File: config.mk
export PLATFORM = sky130hd
export DESIGN_NAME = serial_frame_receiver_crc16_top
export DESIGN_NICKNAME = d
export VERILOG_FILES = /design/src/sv/sfr_pkg.sv /design/src/sv/sfr_csr.sv /design/src/sv/sfr_core.sv /design/src/sv/serial_frame_receiver_crc16_top.sv
export SDC_FILE = /design/constraint.sdc
export NUM_CORES = 1
export LEC_CHECK = 0
export ABC_AREA = 1
export BUFFER_PORTS_ARGS = -buffer_cell sky130_fd_sc_hd__clkbuf_2
export CAP_MARGIN = 40
export CORE_AREA = 2 2 131 133
export DETAILED_ROUTE_END_ITERATION = 10
export DIE_AREA = 0 0 133 135
export PLACE_DENSITY_LB_ADDON = 0.2
export SYNTH_ARGS = -nofsm -noshare
export SYNTH_HDL_FRONTEND = slang
export SYNTH_SLANG_ARGS = --single-unit
export TNS_END_PERCENT = 100
File: constraint.sdc
create_clock -name clock -period 6.1 [get_ports clock]
set_input_delay 0 -clock clock [delete_from_list [all_inputs] [get_ports clock]]
set_output_delay 0 -clock clock [all_outputs]
set_load 0.01 [all_outputs]
File: src/sv/sfr_pkg.sv
`timescale 1ns / 1ps

package sfr_pkg;

   localparam int ENTRY_REGS      = 4;
   localparam int TYPE_COUNT_DEF  = 4;
   localparam int ADDR_W          = 5;
   localparam int DATA_W          = 32;
   localparam int ENTRY_W         = 24;

   localparam logic [15:0] CRC_INIT   = 16'hFFFF;
   localparam logic [15:0] CRC_POLY   = 16'h1021;
   localparam logic [7:0]  SYNC_RESET = 8'h73;

   localparam logic [2:0] REG_SYNC    = 3'd0;
   localparam logic [2:0] REG_ENTRY_0 = 3'd1;
   localparam logic [2:0] REG_ENTRY_1 = 3'd2;
   localparam logic [2:0] REG_ENTRY_2 = 3'd3;
   localparam logic [2:0] REG_ENTRY_3 = 3'd4;

   localparam logic [1:0] STATUS_NONE    = 2'd0;
   localparam logic [1:0] STATUS_GOOD    = 2'd1;
   localparam logic [1:0] STATUS_CRC_ERR = 2'd2;
   localparam logic [1:0] STATUS_UNKNOWN = 2'd3;

   typedef struct packed {
      logic [7:0]                             sync_char;
      logic [ENTRY_REGS-1:0][ENTRY_W-1:0]     type_entry;
   } cfg_type;

   function automatic logic [15:0] crc_next(input logic [15:0] crc, input logic [7:0] b);
      logic [15:0] c;
      c = crc ^ {b, 8'h00};
      for (int i = 0; i < 8; i++) begin
         if (c[15]) begin
            c = {c[14:0], 1'b0} ^ CRC_POLY;
         end else begin
            c = {c[14:0], 1'b0};
         end
      end
      return c;
   endfunction

endpackage

File: src/sv/sfr_csr.sv
`timescale 1ns / 1ps

module sfr_csr
   import sfr_pkg::*;
(
   input  logic              clock,
   input  logic              reset,
   input  logic              csr_psel,
   input  logic              csr_penable,
   input  logic              csr_pwrite,
   input  logic [ADDR_W-1:0] csr_paddr,
   input  logic [DATA_W-1:0] csr_pwdata,
   output logic [DATA_W-1:0] csr_prdata,
   output logic              csr_pready,
   output cfg_type           cfg
);

   cfg_type     cfg_ff;
   cfg_type     cfg_in;
   logic [2:0]  index;
   logic        write_en;

   assign csr_pready = 1'b1;
   assign index      = csr_paddr[ADDR_W-1:2];
   assign write_en   = csr_psel && csr_penable && csr_pwrite && csr_pready;

   always_comb begin
      cfg_in = cfg_ff;
      if (write_en) begin
         unique case (index)
            REG_SYNC:    cfg_in.sync_char     = csr_pwdata[7:0];
            REG_ENTRY_0: cfg_in.type_entry[0] = csr_pwdata[ENTRY_W-1:0];
            REG_ENTRY_1: cfg_in.type_entry[1] = csr_pwdata[ENTRY_W-1:0];
            REG_ENTRY_2: cfg_in.type_entry[2] = csr_pwdata[ENTRY_W-1:0];
            REG_ENTRY_3: cfg_in.type_entry[3] = csr_pwdata[ENTRY_W-1:0];
            default:     cfg_in = cfg_ff;
         endcase
      end
   end

   always_comb begin
      unique case (index)
         REG_SYNC:    csr_prdata = {24'h0, cfg_ff.sync_char};
         REG_ENTRY_0: csr_prdata = {8'h0, cfg_ff.type_entry[0]};
         REG_ENTRY_1: csr_prdata = {8'h0, cfg_ff.type_entry[1]};
         REG_ENTRY_2: csr_prdata = {8'h0, cfg_ff.type_entry[2]};
         REG_ENTRY_3: csr_prdata = {8'h0, cfg_ff.type_entry[3]};
         default:     csr_prdata = '0;
      endcase
   end

   always_ff @(posedge clock) begin
      if (reset) begin
         cfg_ff.sync_char  <= SYNC_RESET;
         cfg_ff.type_entry <= '0;
      end else begin
         cfg_ff <= cfg_in;
      end
   end

   assign cfg = cfg_ff;

endmodule

File: src/sv/sfr_core.sv
`timescale 1ns / 1ps

module sfr_core
   import sfr_pkg::*;
#(
   parameter int TYPE_COUNT = TYPE_COUNT_DEF
)
(
   input  logic        clock,
   input  logic        reset,
   input  cfg_type     cfg,
   input  logic        req_tvalid,
   output logic        req_tready,
   input  logic [7:0]  req_tdata,
   output logic        rsp_tvalid,
   input  logic        rsp_tready,
   output logic [15:0] rsp_tdata,
   output logic [4:0]  rsp_tuser
);

   localparam int USED = (TYPE_COUNT < ENTRY_REGS) ? TYPE_COUNT : ENTRY_REGS;

   logic        in_valid_ff, in_valid_in;
   logic [7:0]  in_byte_ff;
   logic        out_valid_ff, out_valid_in;
   logic [15:0] out_data_ff, out_data_in;
   logic [4:0]  out_user_ff, out_user_in;

   logic        in_sync_ff, in_sync_in;
   logic [7:0]  byte_count_ff, byte_count_in;
   logic [7:0]  frame_len_ff, frame_len_in;
   logic [1:0]  kind_ff, kind_in;
   logic [7:0]  first_ff, first_in;
   logic [15:0] crc_ff, crc_in;

   logic        advance;
   logic        out_free;

   logic        stored;
   logic [7:0]  pos;
   logic [1:0]  status;
   logic [1:0]  kind;
   logic        fresh;
   logic [15:0] crc_upd;
   logic [7:0]  first_cur;
   logic [8:0]  n;
   logic        found;
   logic [1:0]  match_kind;
   logic [7:0]  match_len;

   assign out_free   = !out_valid_ff || rsp_tready;
   assign advance    = in_valid_ff && out_free;
   assign req_tready = !in_valid_ff || advance;

   assign fresh     = !in_sync_ff || (byte_count_ff == 8'd0);
   assign crc_upd   = crc_next(fresh ? CRC_INIT : crc_ff, in_byte_ff);
   assign first_cur = fresh ? in_byte_ff : first_ff;
   assign n         = {1'b0, byte_count_ff} + 9'd1;

   always_comb begin
      found      = 1'b0;
      match_kind = 2'd0;
      match_len  = 8'd0;
      for (int i = USED - 1; i >= 0; i--) begin
         if (cfg.type_entry[i][23:16] == first_cur && cfg.type_entry[i][15:8] == in_byte_ff) begin
            found      = 1'b1;
            match_kind = 2'(i);
            match_len  = cfg.type_entry[i][7:0];
         end
      end
   end

   always_comb begin
      stored        = 1'b0;
      pos           = 8'd0;
      status        = STATUS_NONE;
      kind          = 2'd0;
      in_sync_in    = in_sync_ff;
      byte_count_in = byte_count_ff;
      frame_len_in  = frame_len_ff;
      kind_in       = kind_ff;
      first_in      = first_ff;
      crc_in        = crc_ff;
      if (!in_sync_ff) begin
         if (in_byte_ff == cfg.sync_char) begin
            in_sync_in    = 1'b1;
            stored        = 1'b1;
            first_in      = in_byte_ff;
            crc_in        = crc_upd;
            byte_count_in = 8'd1;
         end
      end else begin
         stored        = 1'b1;
         pos           = byte_count_ff;
         first_in      = first_cur;
         crc_in        = crc_upd;
         byte_count_in = n[8] ? 8'hFF : n[7:0];
         if (n == 9'd2) begin
            if (found) begin
               kind_in      = match_kind;
               frame_len_in = match_len;
            end else begin
               status        = STATUS_UNKNOWN;
               in_sync_in    = 1'b0;
               byte_count_in = 8'd0;
               crc_in        = CRC_INIT;
            end
         end
         if (status != STATUS_UNKNOWN && n >= 9'd2) begin
            kind = kind_in;
            if (frame_len_in != 8'd0 && n >= {1'b0, frame_len_in}) begin
               if (crc_upd == 16'h0000) begin
                  status = STATUS_GOOD;
               end else begin
                  status     = STATUS_CRC_ERR;
                  in_sync_in = 1'b0;
               end
               byte_count_in = 8'd0;
               crc_in        = CRC_INIT;
            end
         end
      end
   end

   always_comb begin
      if (req_tvalid && req_tready) begin
         in_valid_in = 1'b1;
      end else if (advance) begin
         in_valid_in = 1'b0;
      end else begin
         in_valid_in = in_valid_ff;
      end
      if (advance) begin
         out_valid_in = 1'b1;
      end else if (rsp_tready) begin
         out_valid_in = 1'b0;
      end else begin
         out_valid_in = out_valid_ff;
      end
      out_data_in = {in_byte_ff, pos};
      out_user_in = {kind, status, stored};
   end

   always_ff @(posedge clock) begin
      if (reset) begin
         in_valid_ff   <= 1'b0;
         out_valid_ff  <= 1'b0;
         in_sync_ff    <= 1'b0;
         byte_count_ff <= 8'd0;
         frame_len_ff  <= 8'd0;
         kind_ff       <= 2'd0;
         first_ff      <= 8'd0;
         crc_ff        <= CRC_INIT;
      end else begin
         in_valid_ff  <= in_valid_in;
         out_valid_ff <= out_valid_in;
         if (advance) begin
            in_sync_ff    <= in_sync_in;
            byte_count_ff <= byte_count_in;
            frame_len_ff  <= frame_len_in;
            kind_ff       <= kind_in;
            first_ff      <= first_in;
            crc_ff        <= crc_in;
         end
      end
   end

   always_ff @(posedge clock) begin
      if (req_tvalid && req_tready) begin
         in_byte_ff <= req_tdata;
      end
      if (advance) begin
         out_data_ff <= out_data_in;
         out_user_ff <= out_user_in;
      end
   end

   assign rsp_tvalid = out_valid_ff;
   assign rsp_tdata  = out_data_ff;
   assign rsp_tuser  = out_user_ff;

endmodule

File: src/sv/serial_frame_receiver_crc16_top.sv
`timescale 1ns / 1ps
// A byte accepted is held in the input register; its result is held in the output register.
// Throughput: one byte per cycle while the result side accepts, set by the combinational CRC and type match logic.
// An input register and an output register let a new byte enter while a result waits.
// Reset clears the frame state to hunting, sets the sync character to 's' and
// clears all type entries.

module serial_frame_receiver_crc16_top
   import sfr_pkg::*;
#(
   parameter int TYPE_COUNT = TYPE_COUNT_DEF
)
(
   input  logic              clock,
   input  logic              reset,
   input  logic              req_tvalid,
   output logic              req_tready,
   input  logic [7:0]        req_tdata,   // rx_byte
   output logic              rsp_tvalid,
   input  logic              rsp_tready,
   output logic [15:0]       rsp_tdata,   // position, frame_byte
   output logic [4:0]        rsp_tuser,   // stored, status, frame_kind
   input  logic              csr_psel,
   input  logic              csr_penable,
   input  logic              csr_pwrite,
   input  logic [ADDR_W-1:0] csr_paddr,
   input  logic [DATA_W-1:0] csr_pwdata,
   output logic [DATA_W-1:0] csr_prdata,
   output logic              csr_pready
);

   cfg_type cfg;

   sfr_csr u_csr (
      .clock       (clock),
      .reset       (reset),
      .csr_psel    (csr_psel),
      .csr_penable (csr_penable),
      .csr_pwrite  (csr_pwrite),
      .csr_paddr   (csr_paddr),
      .csr_pwdata  (csr_pwdata),
      .csr_prdata  (csr_prdata),
      .csr_pready  (csr_pready),
      .cfg         (cfg)
   );

   sfr_core #(
      .TYPE_COUNT (TYPE_COUNT)
   ) u_core (
      .clock      (clock),
      .reset      (reset),
      .cfg        (cfg),
      .req_tvalid (req_tvalid),
      .req_tready (req_tready),
      .req_tdata  (req_tdata),
      .rsp_tvalid (rsp_tvalid),
      .rsp_tready (rsp_tready),
      .rsp_tdata  (rsp_tdata),
      .rsp_tuser  (rsp_tuser)
   );

endmodule

# ---- Yosys cells after proc, flatten, opt, wreduce, memory -nomap -nowiden
# Index checks and enable logic that the tools add are counted.
dict set report word_totals {
  output_inout_bits 56
  in_bits 52
  latch_bits 0
  reg_bits 178
  memories 0
  mem_bits_rw 0
  wordCells 137
  romBits 0
}
dict set report classes {
  magnitude_cmp 2
  shift 0
  n_reduce_logical 31
  mux 60
  n_eq_ne 15
  bitwise_logic 9
  multipliers 0
  add_sub_neg 1
  div 0
}
# op count
set op_table {}
lappend op_table {{8-bit two-way mux} 17}
lappend op_table {{24-bit case mux with 5 select lines} 1}
lappend op_table {{16-bit two-way mux} 7}
lappend op_table {{13-bit two-way mux} 8}
lappend op_table {{8-bit == test} 9}
lappend op_table {{2-bit two-way mux} 12}
lappend op_table {{3-bit NOT} 8}
lappend op_table {{16-bit zero test} 1}
lappend op_table {{2-bit AND reduction} 8}
lappend op_table {{16-bit XOR} 1}
lappend op_table {{1-bit two-way mux} 15}
lappend op_table {{1-bit logical AND} 10}
lappend op_table {{8-bit by 1-bit adder with 9-bit output (second input constant)} 1}
lappend op_table {{9-bit by 2-bit == test with 1-bit output (second input constant)} 1}
lappend op_table {{9-bit by 2-bit greater-or-equal comparator with 1-bit output (second input constant)} 1}
lappend op_table {{9-bit by 8-bit greater-or-equal comparator with 1-bit output} 1}
lappend op_table {{8-bit zero test} 1}
lappend op_table {{8-bit nonzero test} 1}
lappend op_table {{3-bit by 2-bit == test with 1-bit output (second input constant)} 2}
lappend op_table {{2-bit nonzero test} 3}
lappend op_table {{3-bit by 1-bit == test with 1-bit output (second input constant)} 1}
lappend op_table {{3-bit == test (second input constant)} 1}
lappend op_table {{1-bit zero test} 3}
lappend op_table {{3-bit zero test} 1}
lappend op_table {{2 further kinds} 4}

# ---- Longest topological paths before layout
# Gate-level depths: netlist of run 1.
dict set report logic_depth {
  ltp_word 25
  depth_mapped 37
  depth_no_buf 36
}

# ---- Cells and area by module
# Synthesis of run 1 repeated with hierarchy kept, for this count alone.
dict set report hier_totals {
  cells_unflattened 1674
  hier_area_um2 10764.1
}
# mod seq_area_each_um2 cells_each instances area_each_um2
set by_module_without_submodules {}
lappend by_module_without_submodules {sfr_core 1771.7 823 1 5561.6}
lappend by_module_without_submodules {sfr_csr 2082.0 851 1 5202.5}

# ---- Least setup slack after synthesis of run 1
# OpenSTA, ideal clock, no wires.
dict set report synth_path {
  path_type {reg2reg}
  startpoint {register u_core.byte_count_ff[0]}
  endpoint {register u_core.out_user_ff[1] (netlist: u_core.rsp_tuser[1]), data pin}
  path_stages_with_launch 31
  required_time_ns 5.840
  setup_time_ns 0.260
  period_less_slack_ns 3.662
  path_buffers 2
  slack_ns 2.438
  arrival_time_ns 3.402
  cell_sequence {dfxtp_1 -> inv_1 -> ha_1 -> nand2_2 -> nor2_8 -> nand2_8 -> nand2_8 -> buf_12 -> nand2_4 -> nand2_4 -> xor2_1 -> nor2_2 -> nand3_4 -> nand2_4 -> nand2_4 -> a21oi_1 -> a21oi_2 -> ha_1 -> a21oi_1 -> o211ai_1 -> nand3_1 -> nand2_1 -> nand3_1 -> nand2_1 -> nand2_1 -> nand3b_1 -> nand3_2 -> nand2_2 -> nand2_2 -> buf_6 -> a21oi_1}
}
dict set report synth_between {
  elab_chain_len 18
  elab_cells_between_ends 55
  classes_between {add/sub (1); order compare (2); eq/ne (6); mux (27); bitwise (9); reduce/logical (10)}
}
# item line
set synth_lines {}
lappend synth_lines {{start, declared} sfr_core.sv:30} ;# logic [7:0] byte_count_ff, byte_count_in;
lappend synth_lines {{start signal, assigned} sfr_core.sv:159} ;# byte_count_ff <= byte_count_in;
lappend synth_lines {{parallel branches: the longest is 17 deep, another holds 8-bit zero test} --}
lappend synth_lines {{2-bit two-way mux *} sfr_core.sv:109} ;# if (status != STATUS_UNKNOWN && n >= 9'd2) begin
lappend synth_lines {{end signal, assigned} sfr_core.sv:174} ;# out_user_ff <= out_user_in;
lappend synth_lines {{end, declared} sfr_core.sv:27} ;# logic [4:0] out_user_ff, out_user_in;
# Mark *: on every way between the ends. The select of a mux whose other input is x is not followed.
# A chain may end at the register's enable or synchronous reset.

# ---- Final worst setup path of run 1
dict set report layout_path {
  startpoint {register u_core.byte_count_ff[0]}
  endpoint {register u_core.crc_ff[2]}
}
dict set report layout_between {
  elab_chain_len 17
  elab_cells_between_ends 47
  classes_between {add/sub (1); order compare (2); eq/ne (6); mux (27); bitwise (2); reduce/logical (9)}
}
# item line
set layout_lines {}
lappend layout_lines {{8-bit zero test} sfr_core.sv:55} ;# assign fresh = !in_sync_ff || (byte_count_ff == 8'd0);
lappend layout_lines {{1-bit logical OR} sfr_core.sv:55}
lappend layout_lines {{8-bit two-way mux} sfr_core.sv:57} ;# assign first_cur = fresh ? in_byte_ff : first_ff;
lappend layout_lines {{8-bit == test} sfr_core.sv:65} ;# if (cfg.type_entry[i][23:16] == first_cur && cfg.type_entry[i][15:8] == in_byte_ff) begin
lappend layout_lines {{1-bit logical AND} sfr_core.sv:65}
lappend layout_lines {{8-bit two-way mux / 1-bit two-way mux (equally long branches) (4 in series)} sfr_core.sv:65}
lappend layout_lines {{8-bit two-way mux} sfr_core.sv:99} ;# if (found) begin
lappend layout_lines {{8-bit two-way mux} sfr_core.sv:98} ;# if (n == 9'd2) begin
lappend layout_lines {{8-bit two-way mux} sfr_core.sv:84} ;# if (!in_sync_ff) begin
lappend layout_lines {{9-bit by 8-bit greater-or-equal comparator with 1-bit output / 8-bit nonzero test (equally long branches)} sfr_core.sv:111} ;# if (frame_len_in != 8'd0 && n >= {1'b0, frame_len_in}) begin
lappend layout_lines {{1-bit logical AND} sfr_core.sv:111}
lappend layout_lines {{16-bit two-way mux} sfr_core.sv:111}
lappend layout_lines {{16-bit two-way mux} sfr_core.sv:109}
lappend layout_lines {{16-bit two-way mux *} sfr_core.sv:84}
lappend layout_lines {{end signal, assigned} sfr_core.sv:163} ;# crc_ff <= crc_in;
lappend layout_lines {{end, declared} sfr_core.sv:34} ;# logic [15:0] crc_ff, crc_in;
# Every way passes the cells marked *; elsewhere a longest branch is shown, timed or not. The select of a mux whose other input is x is not followed.

==> flow_metrics.py, run 1 <==
metrics = {
    "clock_network": {
        "cts_inserted_buffers": 17,
        "cts_tree": "built",
        "clock_path_buffers": 2,
        "clk_pin_slew_ns": 0.07,
        "clk_latency_ns": 0.45,
        "htreeDepth": 4,
        "clockRootBuffer": "clkbuf_16",
        "clock_sinks": 178,
        "cts_setup_buffers": 0,
    },
    "sta": {
        "period_share": 0.7941,
        "setup_viol": 0,
        "rsz0062_at_grt": "no",
        "finalHoldViolCount": 0,
        "worstMarginPinSlew_ns": 1.009,
        "fmax_ghz": 0.2064,
        "period_minus_slack_ns": 4.844,
        "fin_skew_ns": 0.01370,
        "fin_ws_ns": 1.256,
        "fin_setup_tns_ns": 0,
        "finalMaxSlewViolations": 0,
        "relSlewSlack": 0.3185,
    },
    "floorplanning": {
        "rows": 47,
        "fp.coreArea_um2": 16410,
        "die_x_um": 133,
        "initial_core_util": 0.5964,
        "pin_count": 108,
        "die_h_um": 135,
        "dieArea_um2": 17960,
    },
    "layout": {
        "nFillCells": 1431,
        "drive_gt1_frac": 0.1312,
        "final_util": 0.6829,
        "final_area_um2": 11200,
        "antennaDiodeCount": 0,
        "area_delta_synth_final_pct": 14.50,
        "nNetsFinal": 1536,
    },
    "worst_setup_path": {
        "arrival_ns": 5.18,
        "r2r_start": "u_core.byte_count_ff[0]$_SDFFE_PP0P_",
        "critical_path.slowest_cell": "dfxtp_1",
        "rr_worst_depth": 32,
        "cp-end-kind": "flip-flop",
        "ff2ff_setup_slack_ns": 1.26,
        "startpoint_type": "flip-flop",
        "crit_required_ns": 6.43,
        "cpMostUsedCell": "nand2_1",
        "critical_path_class": "flip-flop to flip-flop",
        "critPathMaxStageDelay_ns": 0.49,
        "crit_fanout": 35,
        "r2r_end": "u_core.crc_ff[2]$_SDFFE_PP1P_",
    },
    "global_route": {
        "grt_pass1_vias": 8813,
        "antenna_found_initial": 0,
        "track_usage": 0.3138,
        "grt-ovfl-total": 0,
        "grt_pass1_wl_um": 44510,
        "grt_max_degree": 93,
    },
    "synth": {
        "synth_top_area_cell": "dfxtp_1",
        "syn_avg_cell_area_um2": 7.071,
        "synth_area_leaders": "dfxtp_1, nand2_1, edfxtp_1",
        "syn_area_um2": 9786,
        "ys_types": 46,
        "yosysSeqAreaShare": 0.3938,
        "synth_top_area_frac": 0.3048,
        "ys_seq_elements": 178,
        "ys.warnings.count": 0,
        "synth_cells": 1384,
    },
    "place": {
        "post-dp-hpwl_um": 18160,
        "gp_congestion": 0.9078,
        "port_buffers": 88,
        "place_area_um2": 10290,
        "pre_cts_ws_ns": 1.348,
    },
    "drt": {
        "vias": 9469,
        "drcViolationCount": 0,
        "drt_first_iter_violations": 929,
        "wl_per_cell_um": 16.13,
        "first_pass_iters": 5,
        "vias_per_cell": 5.550,
        "wl_um": 27510,
        "ant_nets": 0,
    },
    "min_path": {
        "holdPathEnd": "u_csr.cfg[102]$_SDFFE_PP1P_",
        "hp-start": "csr_paddr[2]",
        "hold_depth": 5,
        "hold_path.class": "input port to flip-flop",
    },
    "run_status": {
        "status": "finished clean",
    },
    "job": {
        "max-cap-violations": 0,
    },
    "pwr": {
        "p_leak_nw": 5.030,
        "pwr_density_cell_nw_per_um2": 225.0,
        "ir_drop_uv": 223.2,
    },
}
## power by group
part / leakage, nW / internal (mW) / total, mW / switching [mW]
Combinational: 3.26 / 0.0744 / 0.200 / 0.126
Clock: 0.289 / 0.576 / 1.09 / 0.509
Sequential: 1.48 / 1.21 / 1.24 / 0.0237
## metal layers
layer  vias to the layer above  share of wire  GRT usage
li1                       4655              -          -
met1                      4332           0.43     0.4172
met2                       430           0.47     0.5210
met3                        52          0.084    0.05105
met4                         0          0.024     0.1099
met5                         -              0          0
## cells by family after synthesis
| group | after synthesis | share of synthesized area |
|---|---|---|
| buf+inv | 220 | 0.09359 |
| compound gates | 285 | 0.1635 |
| fa+ha+maj | 11 | 0.01406 |
| flops | 178 | 0.3938 |
| xor+xnor | 60 | 0.05370 |
| other cells | 2 | 0.0007675 |
| simple gates | 628 | 0.2805 |
## area by class of cell
| cell class | count | area (um^2) | area share |
|---|---|---|---|
| Sequential cell | 178 | 3854 | 0.3439 |
| Tap cell | 220 | 275.3 | 0.02457 |
| Clock buffer | 17 | 425.4 | 0.03797 |
| Inverter | 145 | 545.5 | 0.04869 |
| Timing Repair Buffer | 138 | 902.1 | 0.08051 |
| Clock inverter | 15 | 145.1 | 0.01295 |
| Multi-Input combinational cell | 993 | 5057 | 0.4514 |
## cells in the mapped netlist (all sizes together)
cell type and instances:
clkinv 2, o21ai 130, nand4 13, buf 26, ha 11, edfxtp 29
inv 143, a211oi 3, o41ai 1, nor3 8, and3 2, xor2 32
dfxtp 149, clkbuf 49, nand3 79, o22ai 7, a221o 7, o2111ai 9
xnor2 28, a21oi 109, o211ai 8, nand3b 4, nor2 193, a221oi 3
nand2 324, or2 3, a22o 3, nor4 2, conb 2, a22oi 5
## worst max-delay path by stage
stage / start / end / slack (ns)
final: u_core.byte_count_ff[0]$_SDFFE_PP0P_ / u_core.crc_ff[2]$_SDFFE_PP1P_ / 1.26
after global routing: u_core.byte_count_ff[0]$_SDFFE_PP0P_ / u_core.crc_ff[5]$_SDFFE_PP1P_ / 0.80
after CTS: u_core.byte_count_ff[0]$_SDFFE_PP0P_ / u_core.rsp_tuser[1]$_SDFFCE_PN0P_ / 1.34
after detailed placement: u_core.byte_count_ff[0]$_SDFFE_PP0P_ / u_core.rsp_tuser[1]$_SDFFCE_PN0P_ / 1.35
after global placement: u_core.byte_count_ff[0]$_SDFFE_PP0P_ / u_core.rsp_tuser[1]$_SDFFCE_PN0P_ / 1.43
after floorplan: u_core.byte_count_ff[0]$_SDFFE_PP0P_ / u_core.rsp_tuser[1]$_SDFFCE_PN0P_ / 2.44
## through the flow
stage | hold slack [ns] | cells | power [mW]
after floorplan | 0.09887 | 1391 | 1.374
after detailed placement | 0.1792 | 1640 | 1.440
after global placement | 0.1801 | 1637 | 1.437
after global routing | 0.1235 | 1706 | 2.600
after CTS | 0.09084 | 1706 | 2.524
final | 0.09714 | 1706 | 2.521
## cells in the final DEF, fill, tap and decap left out, types with 17 or more instances in the layout
cell type      count
nand3_1           73
dfxtp_1          149
inv_1            135
o21ai_0          127
edfxtp_1          29
xor2_1            32
nor2_1           185
dlygate4sd3_1     34
nand2_1          302
a21oi_1          101
xnor2_1           28
clkbuf_16         17
clkbuf_2          88
## critical path, delay by kind of cell (launching register included)
kind,cells,cell delay (ns)
AO/OA/AOI/OAI,4,0.50
adder cells (fa/ha/maj),2,0.50
buffers and inverters,1,0.08
flip-flops,1,0.49
AND/OR/NAND/NOR,25,3.14
## flip-flops by register name, summed over array words and instances, names as in the netlist
register              cells
u_core.in_valid_ff        1
u_core.rsp_tuser          5
u_csr.cfg               104
u_core.crc_ff            16
u_core.first_ff           8
u_core.in_byte_ff         8
u_core.kind_ff            2
u_core.frame_len_ff       8
u_core.rsp_tdata         16
u_core.byte_count_ff      8
u_core.in_sync_ff         1
u_core.rsp_tvalid         1
## what timing repair did
action / CTS / global route
hold buffers: 34 / 0
endpoints found under the hold margin: 114 / 0
gates resized for setup: 0 / 0
setup endpoints to repair: 0 / 0
(Power assumes the default switching activity.)
==> inputs of run 2 (changes only) <==
--- a/config.mk
+++ b/config.mk
@@ -8,9 +8,9 @@
 export ABC_AREA = 1
 export BUFFER_PORTS_ARGS = -buffer_cell sky130_fd_sc_hd__clkbuf_2
 export CAP_MARGIN = 40
-export CORE_AREA = 2 2 131 133
+export CORE_AREA = 2 2 132 134
 export DETAILED_ROUTE_END_ITERATION = 10
-export DIE_AREA = 0 0 133 135
+export DIE_AREA = 0 0 134 136
 export PLACE_DENSITY_LB_ADDON = 0.2
 export SYNTH_ARGS = -nofsm -noshare
 export SYNTH_HDL_FRONTEND = slang
==> constraint.sdc (replaced) <==
create_clock -name clock -period 4.6 [get_ports clock]
set_input_delay 0 -clock clock [delete_from_list [all_inputs] [get_ports clock]]
set_output_delay 0 -clock clock [all_outputs]
set_load 0.01 [all_outputs]
==> flow_metrics.py, run 2 (synthesized netlist as in run 1, its figures left out) <==
metrics = {
    "run_status": {
        "status": "finished clean",
    },
    "worst_setup_path": {
        "rr_worst_depth": 31,
        "critical_path_class": "flip-flop to flip-flop",
        "arrival_ns": 4.40,
        "r2r_start": "u_core.byte_count_ff[1]$_SDFFE_PP0P_",
        "startpoint_type": "flip-flop",
        "crit_fanout": 17,
        "crit_required_ns": 4.78,
        "critPathMaxStageDelay_ns": 0.37,
        "cp-end-kind": "flip-flop",
        "setup.worst_path.start": "u_core.byte_count_ff[1]$_SDFFE_PP0P_",
        "cpMostUsedCell": "nand2_1",
        "critical_path.slowest_cell": "dfxtp_2",
    },
    "drt": {
        "wl_um": 27840,
        "first_pass_iters": 6,
        "vias": 9622,
        "vias_per_cell": 5.559,
        "drcViolationCount": 0,
        "ant_nets": 0,
        "wl_per_cell_um": 16.08,
        "drt_first_iter_violations": 945,
    },
    "sta": {
        "relSlewSlack": 0.3890,
        "fin_skew_ns": 0.009978,
        "finalMaxSlewViolations": 0,
        "rsz0062_at_grt": "no",
        "period_share": 0.9174,
        "hold_slack_ns": 0.1245,
        "fin_ws_ns": 0.3798,
        "worstMarginPinSlew_ns": 0.9047,
        "period_minus_slack_ns": 4.220,
        "finalHoldViolCount": 0,
        "fin_setup_tns_ns": 0,
        "setup_viol": 0,
        "fmax_ghz": 0.2370,
    },
    "floorplanning": {
        "die_x_um": 134,
        "initial_core_util": 0.5798,
        "fp.coreArea_um2": 16880,
        "pin_count": 108,
        "die_h_um": 136,
        "dieArea_um2": 18220,
        "rows": 48,
    },
    "clock_network": {
        "clock_path_buffers": 2,
        "clk_latency_ns": 0.43,
        "htreeDepth": 4,
        "clock_sinks": 178,
        "clk_pin_slew_ns": 0.07,
        "cts_tree": "built",
        "clockRootBuffer": "clkbuf_16",
        "cts_inserted_buffers": 17,
    },
    "min_path": {
        "hold_path.class": "input port to flip-flop",
        "hp-start": "csr_paddr[3]",
        "hold_depth": 5,
    },
    "pwr": {
        "p_leak_nw": 5.158,
        "ir_drop_uv": 283.9,
        "pwr_density_cell_nw_per_um2": 297.4,
    },
    "place": {
        "post-dp-hpwl_um": 19240,
        "gp_congestion": 0.9298,
        "port_buffers": 88,
        "place_area_um2": 10460,
        "pre_cts_ws_ns": 0.2399,
    },
    "layout": {
        "nFillCells": 1433,
        "antennaDiodeCount": 0,
        "final_area_um2": 11460,
        "nNetsFinal": 1556,
        "largest_reg_flops": 104,
        "drive_gt1_frac": 0.1454,
        "final_cell_mix": "nand2_1, nor2_1, dfxtp_1, inv_1, o21ai_0",
        "area_delta_synth_final_pct": 17.15,
        "layout_commonest_cell": "nand2_1",
    },
    "global_route": {
        "grt-ovfl-total": 0,
        "grt_max_degree": 37,
        "antenna_found_initial": 0,
        "track_usage": 0.3112,
        "grt_pass1_wl_um": 44490,
        "grt_pass1_vias": 8704,
    },
    "job": {
        "max-cap-violations": 0,
    },
}
==> run 2: cell count changes in the layout (fill, tap and decap cells not counted), moves of 2 or more <==
cell	delta
buf_4	+20
buf_16	+2
clkbuf_8	+4
clkinvlp_4	+3
inv_6	-5
inv_8	-2
==> run 2: through the flow <==
step           power, mW  instances    util
5_1_grt            3.523       1731  0.6793
4_1_cts            3.416       1727  0.6759
3_3_place_gp       1.912       1658  0.6160
6_report           3.409       1731  0.6793
3_5_place_dp       1.922       1661  0.6197
2_1_floorplan      1.822       1391       -
==> run 2: worst max-delay path, delay by kind of cell, from the launching register on <==
family	cells	cell delay, ns
compound gates	5	0.50
fa+ha+maj	2	0.52
buf+inv	2	0.29
flops	1	0.37
simple gates	22	2.28
==> run 2: final timing paths <==
| path | slack, ns | end |
|---|---|---|
| setup reg to reg | 0.38 | u_core.rsp_tuser[1]$_SDFFCE_PN0P_ |
| hold / removal | 0.12 | u_csr.cfg[101]$_SDFFE_PP1P_ |
| setup / recovery | 0.38 | u_core.rsp_tuser[1]$_SDFFCE_PN0P_ |
| hold reg to reg | 0.47 | u_core.crc_ff[2]$_SDFFE_PP1P_ |
==> run 2: routing by layer <==
layer  global-route usage  vias to the layer above  part of all wire
met5                    0                        -                 0
met4               0.1152                        0             0.029
met3              0.04773                       75             0.078
met2               0.5063                      443              0.45
met1               0.4202                     4403              0.44
li1                     -                     4701                 -
==> run 2: area by class of cell <==
class,instances,area (um^2),share of cell area
multi-input cells,993,5084,0.4435
clock inverters,11,126.4,0.01102
inverters,145,545.5,0.04759
well taps,225,281.5,0.02456
repair buffers,158,1091,0.09518
flip-flops and latches,178,3855,0.3363
clock buffers,21,480.5,0.04191
==> run 2: report_power, final <==
part,switching (mW),internal (mW),leakage (nW)
combinational,0.175,0.107,3.39
clock,0.631,0.862,0.294
sequential,0.0276,1.61,1.48
total,0.833,2.58,5.16
==> run 2: what timing repair did <==
item,4_1_cts,5_1_grt
hold buffers,34,0
endpoints found under the hold margin,114,0
setup buffers,0,4
endpoints found under the setup margin,0,26
resized for setup,0,7
==> inputs of run 3 (changes only) <==
--- a/config.mk
+++ b/config.mk
@@ -8,9 +8,10 @@
 export ABC_AREA = 1
 export BUFFER_PORTS_ARGS = -buffer_cell sky130_fd_sc_hd__clkbuf_2
 export CAP_MARGIN = 40
-export CORE_AREA = 2 2 132 134
+export CORE_AREA = 2 2 160 162
+export CTS_CLUSTER_DIAMETER = 100
 export DETAILED_ROUTE_END_ITERATION = 10
-export DIE_AREA = 0 0 134 136
+export DIE_AREA = 0 0 162 164
 export PLACE_DENSITY_LB_ADDON = 0.2
 export SYNTH_ARGS = -nofsm -noshare
 export SYNTH_HDL_FRONTEND = slang
==> flow_metrics.py, run 3 (synthesized netlist as in run 1, its figures left out) <==
metrics = {
    "global_route": {
        "grt_pass1_vias": 8647,
        "grt-ovfl-total": 0,
        "grt_max_degree": 39,
        "antenna_found_initial": 0,
        "track_usage": 0.2298,
        "grt_pass1_wl_um": 47510,
    },
    "clock_network": {
        "clockRootBuffer": "clkbuf_16",
        "clk_pin_slew_ns": 0.08,
        "cts_tree": "built",
        "htreeDepth": 4,
        "clock_sinks": 178,
        "clk_latency_ns": 0.43,
        "clock_path_buffers": 2,
        "cts_inserted_buffers": 17,
    },
    "drt": {
        "vias": 9412,
        "vias_per_cell": 5.121,
        "ant_nets": 0,
        "first_pass_iters": 5,
        "drt_first_iter_violations": 762,
        "drcViolationCount": 0,
        "wl_per_cell_um": 16.55,
        "wl_um": 30430,
    },
    "min_path": {
        "hold_depth": 5,
        "hold_path.class": "input port to flip-flop",
        "hp-start": "csr_paddr[3]",
    },
    "layout": {
        "nFillCells": 2670,
        "area_delta_synth_final_pct": 18.22,
        "largest_reg_flops": 104,
        "drive_gt1_frac": 0.1459,
        "final_cell_mix": "nand2_1, nor2_1, dfxtp_1, inv_1, o21ai_0",
        "nNetsFinal": 1558,
        "final_area_um2": 11570,
        "layout_commonest_cell": "nand2_1",
        "stdcell_count": 1838,
        "antennaDiodeCount": 0,
        "final_util": 0.4661,
    },
    "worst_setup_path": {
        "critical_path_class": "flip-flop to flip-flop",
        "rr_worst_depth": 31,
        "arrival_ns": 4.42,
        "r2r_end": "u_core.rsp_tuser[1]$_SDFFCE_PN0P_",
        "ff2ff_setup_slack_ns": 0.35,
        "crit_fanout": 17,
        "critPathMaxStageDelay_ns": 0.35,
        "critical_path.slowest_cell": "nor2_2",
        "cpMostUsedCell": "nand2_1",
        "r2r_start": "u_core.byte_count_ff[1]$_SDFFE_PP0P_",
        "crit_family": "simple AND/OR/NAND/NOR gates",
        "critPathCapture": "u_core.rsp_tuser[1]$_SDFFCE_PN0P_",
        "crit_required_ns": 4.78,
        "cp-end-kind": "flip-flop",
        "setup.worst_path.start": "u_core.byte_count_ff[1]$_SDFFE_PP0P_",
        "worst-path-buf-inv": 2,
        "crit_cells": 31,
        "startpoint_type": "flip-flop",
    },
    "floorplanning": {
        "initial_core_util": 0.3943,
        "die_h_um": 164,
        "rows": 58,
        "pin_count": 108,
        "die_x_um": 162,
        "dieArea_um2": 26570,
        "fp.coreArea_um2": 24820,
    },
    "pwr": {
        "ir_drop_uv": 165.2,
        "pwr_density_cell_nw_per_um2": 291.9,
        "p_leak_nw": 5.151,
        "totalPowerFinal_mw": 3.377,
    },
    "sta": {
        "fin_skew_ns": 0.01332,
        "finalMaxSlewViolations": 0,
        "period_minus_slack_ns": 4.247,
        "relSlewSlack": 0.4249,
        "fmax_ghz": 0.2354,
        "hold_slack_ns": 0.1145,
        "worstMarginPinSlew_ns": 0.8617,
        "finalHoldViolCount": 0,
        "setup_viol": 0,
        "period_share": 0.9233,
    },
    "place": {
        "gp_congestion": 0.9141,
        "placedCellCount": 1766,
        "post-dp-hpwl_um": 21280,
        "port_buffers": 88,
        "place_area_um2": 10570,
    },
    "run_status": {
        "status": "finished clean",
    },
    "job": {
        "max-cap-violations": 0,
    },
}
==> run 3: final cells by class <==
| type | count | area [um^2] | share of cell area |
|---|---|---|---|
| multi-input cells | 994 | 5090 | 0.4400 |
| inverters | 145 | 548.0 | 0.04737 |
| clock inverters | 13 | 120.1 | 0.01038 |
| well taps | 330 | 412.9 | 0.03569 |
| repair buffers | 159 | 1079 | 0.09323 |
| clock buffers | 19 | 464.2 | 0.04013 |
| flip-flops and latches | 178 | 3855 | 0.3332 |
==> run 3: what timing repair did <==
item                                    4_1_cts  5_1_grt
resized for setup                             0        7
hold buffers                                 34        0
endpoints found under the setup margin        0       22
buffers inserted                              0        5
endpoints found under the hold margin       114        0
==> run 3: where the power goes <==
group | total [mW] | internal (mW) | switching, mW
combinational | 0.288 | 0.107 | 0.181
clock | 1.45 | 0.800 | 0.654
sequential | 1.63 | 1.61 | 0.0267
total | 3.38 | 2.51 | 0.862
==> run 3: metal layers <==
layer | routed length [um] | track usage | vias to the layer above | share of wire
met2 | 13450 | 0.3594 | 331 | 0.44
met1 | 14390 | 0.3292 | 4324 | 0.47
met3 | 2020 | 0.03258 | 39 | 0.066
met5 | 0 | 0 | - | 0
met4 | 568 | 0.06919 | 0 | 0.019
li1 | - | - | 4718 | -
==> run 3: through the flow <==
step / TNS, ns / setup WS (ns)
after detailed placement: 0 / 0.3037
after floorplan: 0 / 0.9376
after global placement: 0 / 0.3766
final: 0 / 0.3526
after CTS: 0 / 0.2763
after global routing: -0.003198 / -0.003198
==> run 3: how the worst min path moves through the flow <==
stage / endpoint / slack, ns
final: u_csr.cfg[101]$_SDFFE_PP1P_ / 0.11
after global routing: u_csr.cfg[100]$_SDFFE_PP1P_ / 0.16
after CTS: u_csr.cfg[101]$_SDFFE_PP1P_ / 0.10
after detailed placement: u_core.in_byte_ff[6]$_DFFE_PP_ / 0.18
after global placement: u_core.in_byte_ff[1]$_DFFE_PP_ / 0.18
after floorplan: u_core.in_byte_ff[0]$_DFFE_PP_ / 0.1
==> run 3: worst register-to-register path, delay by kind of cell (launching register included) <==
kind,cells,cell delay (ns)
and+or+nand+nor,23,2.54
AOI/OAI and AO/OA,4,0.40
buffers and inverters,2,0.23
adders and majority gates,2,0.49
DFF,1,0.34
